==> config.mk <==
export PLATFORM = sky130hd
export DESIGN_NAME = vnacc_ram
export DESIGN_NICKNAME = d
export VERILOG_FILES = /design/src/rtl/core/vnacc_ram.sv
export SDC_FILE = /design/constraint.sdc
export NUM_CORES = 1
export LEC_CHECK = 0
export ABC_AREA = 0
export BUFFER_PORTS_ARGS = -buffer_cell sky130_fd_sc_hd__buf_2
export CORE_UTILIZATION = 31
export DETAILED_ROUTE_END_ITERATION = 16
export PLACE_DENSITY_LB_ADDON = 0.15
export SLEW_MARGIN = 15
export SYNTH_ARGS = -nofsm -noshare
export SYNTH_HDL_FRONTEND = slang
export SYNTH_SLANG_ARGS = --single-unit
==> constraint.sdc <==
create_clock -name clk_i -period 4.87 [get_ports clk_i]
set_input_delay 0.7305 -clock clk_i [delete_from_list [all_inputs] [get_ports clk_i]]
set_output_delay 0.7305 -clock clk_i [all_outputs]
set_load 0.02 [all_outputs]
==> src/rtl/core/vnacc_ram.sv <==
// ----------------------------------------------------------------------------
// vnacc_ram
// generic single write port, single read port ram with registered read
// ----------------------------------------------------------------------------
`default_nettype none

module vnacc_ram #(
  parameter int WIDTH = 8,
  parameter int DEPTH = 16
) (
  input  wire logic                     clk_i,
  input  wire logic                     we_i,
  input  wire logic [$clog2(DEPTH)-1:0] waddr_i,
  input  wire logic [WIDTH-1:0]         wdata_i,
  input  wire logic [$clog2(DEPTH)-1:0] raddr_i,
  output logic      [WIDTH-1:0]         rdata_o
);

  logic [WIDTH-1:0] mem [DEPTH];

  always_ff @(posedge clk_i) begin
    if (we_i) begin
      mem[waddr_i] <= wdata_i;
    end
    rdata_o <= mem[raddr_i];
  end

endmodule

`default_nettype wire

Word level (Yosys, flattened, before mapping)
Memories as Yosys holds them, arrays and structs flattened. A register that Yosys moved wholly into a read port is not among the register bits.
Index checks and enable logic that the tools add are counted.
W data, S select, Z words.
{"block": "totals", "register_bits": 0, "wordCells": 3, "n_memories": 1, "output_inout_bits": 8, "mem_bits_rw": 128, "in_bits": 18}
{"block": "op_classes", "n_mux": 2}
{"memory": "mem", "words": 16, "word_bits": 8, "read_ports": 1, "rd_clocked_by_memory_dff": 1, "wr": 1, "line": "19", "source": "logic [WIDTH-1:0] mem [DEPTH];"}
{"operator": "$mux W1", "n": 2}

Depth between registers and ports, before layout
{"block": "depth", "depth_word": 2, "ltp_mapped": 5, "mapped_depth_nobuf": 3}

Worst setup path after synthesis
No wires, ideal clock.
{"block": "synth_path", "kind": "input port to flip-flop", "start": "input waddr_i[2]", "end": "memory mem[0][0], enable pin", "stages": 2, "path_buffers": 0, "arrival_ps": 1840, "required_ps": 4487, "setup_slack_ps": 2647, "setup_time_ps": 383, "path_cell_list": "or3b_2 -> nor3_1"}
{"element": "start: declaration", "line": "13", "source": "input wire logic [$clog2(DEPTH)-1:0] waddr_i,"}
{"element": "end: declaration", "line": "19"}
Straight into the memory's write port.

==> results.py <==
metrics = {
    "worst_setup_path": {
        "critPathLaunchType": "input port",
        "cp_data_arrival_time_ns": 2.58,
        "worstSetupEndpointType": "register",
        "worstPathRequired_ns": 5.16,
        "path_max_fanout": 24,
        "worstSetupPathType": "in2reg",
    },
    "pwr": {
        "vdd_drop_max_uv": 241,
        "switching_share": 0.194,
        "power_frac_clock": 0.473,
        "p_sw_uw": 530,
        "seqPwrFrac": 0.482,
        "p_int_uw": 2200,
        "power_frac_comb": 0.046,
        "p_total_uw": 2730,
        "total_leakage_power_uw": 0.00201,
        "power.density_mw_per_mm2": 449,
    },
    "timing": {
        "final.period_utilization": 0.470,
        "drv_slew": 0,
        "setup-tns-final_ns": 0,
        "hold_viol": 0,
        "setup-violations-final": 0,
        "rsz0062_at_grt": "false",
        "setup_slack_ns": 2.58,
        "worstMarginPinSlew_ns": 1.03,
        "fin_crit_ns": 2.29,
        "fmax_mhz": 437,
        "fin_worst_skew_ns": 0.00704,
        "slew_headroom": 0.313,
    },
    "synthesis": {
        "synth.avg_cell_area_um2": 22.5,
        "synthCells": 229,
        "synth_area_mm2": 0.00515,
        "ys_top_cells_by_count": "128 x edfxtp_1, 18 x mux4_2, 16 x a22oi_1, 14 x mux4_1, 13 x nor2_1",
        "syn-num-nets": 247,
        "yosysUniqueCellTypes": 19,
        "synth-warning-count": 0,
        "async_reset_ff_frac": 0,
        "synth_seq_cells": 136,
        "synthTopCellsByArea": "edfxtp_1 75%, mux4_2 7.9%, mux4_1 7.1%",
        "synth_edf_count": 128,
        "synth_ff_type": "edfxtp_1",
        "yosysSeqAreaShare": 0.778,
        "yosysTopAreaCell": "edfxtp_1",
        "synth_most_common_cell": "edfxtp_1",
        "synth_top_area_frac": 0.747,
    },
    "routing": {
        "viasPerCell": 4.74,
        "drtIter0Drc": 197,
        "detail_route.wl_per_cell_um": 21.2,
        "postRouteAntennaNets": 0,
        "dr.pass1.iters": 4,
        "drc_errors": 0,
        "via_count": 2344,
        "drt-total-wl_um": 10500,
    },
    "finish": {
        "filler_cell_count": 1483,
        "drive_above_1_share": 0.272,
        "multi_input_area_mm2": 0.00107,
        "num_antenna_cells": 0,
        "utilization": 0.379,
        "seq_area_mm2": 0.00400,
        "nets": 285,
        "area_growth_pct": 18.3,
        "fin_cells": 495,
    },
    "floorplan": {
        "ios": 26,
        "rows": 46,
        "initial_core_util": 0.321,
        "die_area_mm2": 0.0171,
        "core-area_mm2": 0.0161,
        "fp.dieH_um": 131,
        "die_x_um": 131,
    },
    "global_routing": {
        "grt_use_total": 0.137,
        "grt_pass1_vias": 2461,
        "grt_max_degree": 33,
        "grt_overflow": 0,
        "grt_pass1_wl_um": 15600,
        "antenna_found_initial": 0,
    },
    "outcome": {
        "status": "finished clean",
    },
    "place": {
        "port_buffers": 25,
        "place_inst": 464,
        "pre_cts_slack_ns": 2.10,
        "dp_hpwl_um": 6390,
        "place_congestion": 0.677,
    },
    "hold_path": {
        "hold_path_class": "reg2reg",
    },
    "clock_tree": {
        "clock-sinks": 136,
        "cts_max_level": 4,
        "cts_root_buf": "clkbuf_16",
        "postCtsSetupBuffers": 0,
        "ctsResizeCount": 0,
        "cts.path.max_buffers": 2,
        "cts_buffers": 17,
        "cts_tree": "built",
        "path_clk_slew_ns": 0.05,
        "clk_latency_ns": 0.42,
        "cts_hold_buf": 0,
    },
    "run": {
        "cap_violations": 0,
    },
}
## final timing paths
| path | startpoint | to | slack (ns) | depth (start not counted) |
|---|---|---|---|---|
| max | raddr_i[0] | rdata_o[3] | 2.58 | 5 |
| min | mem[15][7] | rdata_o[7] | 0.67 | 3 |
| max reg2reg | mem[2][1] | rdata_o[1] | 3.40 | 3 |
| min reg2reg | mem[15][7] | rdata_o[7] | 0.67 | 3 |
## per-layer routing
| layer | track usage | routed length [um] | share of wire | vias to the layer above |
|---|---|---|---|---|
| met2 | 0.199 | 4570 | 0.44 | 61 |
| met1 | 0.195 | 5220 | 0.50 | 1221 |
| li1 | - | - | - | 1050 |
| met5 | 0 | 0 | 0 | - |
| met4 | 0.0467 | 122 | 0.012 | 0 |
| met3 | 0.0423 | 592 | 0.056 | 12 |
## per-stage QoR
step	hold slack (ns)	instance area, um2
4_1_cts	0.675	6090
3_3_place_gp	0.659	5480
3_5_place_dp	0.662	5500
2_1_floorplan	0.629	5150
5_1_grt	0.697	6090
6_report	0.667	6090
## flip-flops by register name, summed over array words and instances, names as in the netlist
register	cells
rdata_o	8
mem	128
## cells by family after synthesis
logic type	after synthesis	share of synthesized area
flops	136	0.778
buf+inv	10	0.0168
mux	32	0.150
compound gates	16	0.0233
simple gates	35	0.0318
## worst max-delay path, stage by stage
cell,delay (ns)
buf_2,0.63
buf_4,0.35
mux4_1,0.56
a22oi_1,0.20
nand2_1,0.08
## cell type report
class | count | share of cell area
Multi-Input combinational cell | 83 | 0.175
Clock buffer | 20 | 0.0717
Timing Repair Buffer | 29 | 0.0255
Clock inverter | 11 | 0.0255
Sequential cell | 136 | 0.658
Tap cell | 216 | 0.0444
## cells in the final DEF (no fill, tap or decap)
cell type | Yosys | final
mux4_1 | 14 | 14
and2b_1 | 1 | 1
nor2_1 | 13 | 13
clkbuf_1 | 0 | 3
a22oi_1 | 16 | 16
mux4_2 | 18 | 18
bufinv_16 | 0 | 4
nor2b_1 | 1 | 1
clkinv_2 | 0 | 4
nand3b_1 | 2 | 2
edfxtp_1 | 128 | 128
and2_1 | 1 | 1
buf_4 | 1 | 4
nand2b_1 | 2 | 2
clkbuf_16 | 0 | 17
or3b_2 | 1 | 1
nor3_1 | 4 | 2
nor3_2 | 0 | 2
buf_2 | 3 | 25
clkinv_1 | 0 | 2
dfxtp_1 | 8 | 8
nand2_1 | 9 | 9
clkinvlp_4 | 0 | 1
nand3_1 | 1 | 1
## power groups by stage
stage / Sequential [uW] / Combinational [uW] / Clock (uW)
2_1_floorplan: 1350 / 66.4 / 0
3_3_place_gp: 1340 / 127 / 0
3_5_place_dp: 1340 / 128 / 0
4_1_cts: 1320 / 129 / 1320
5_1_grt: 1320 / 137 / 1360
6_report: 1320 / 125 / 1290
(Power assumes the default switching activity.)
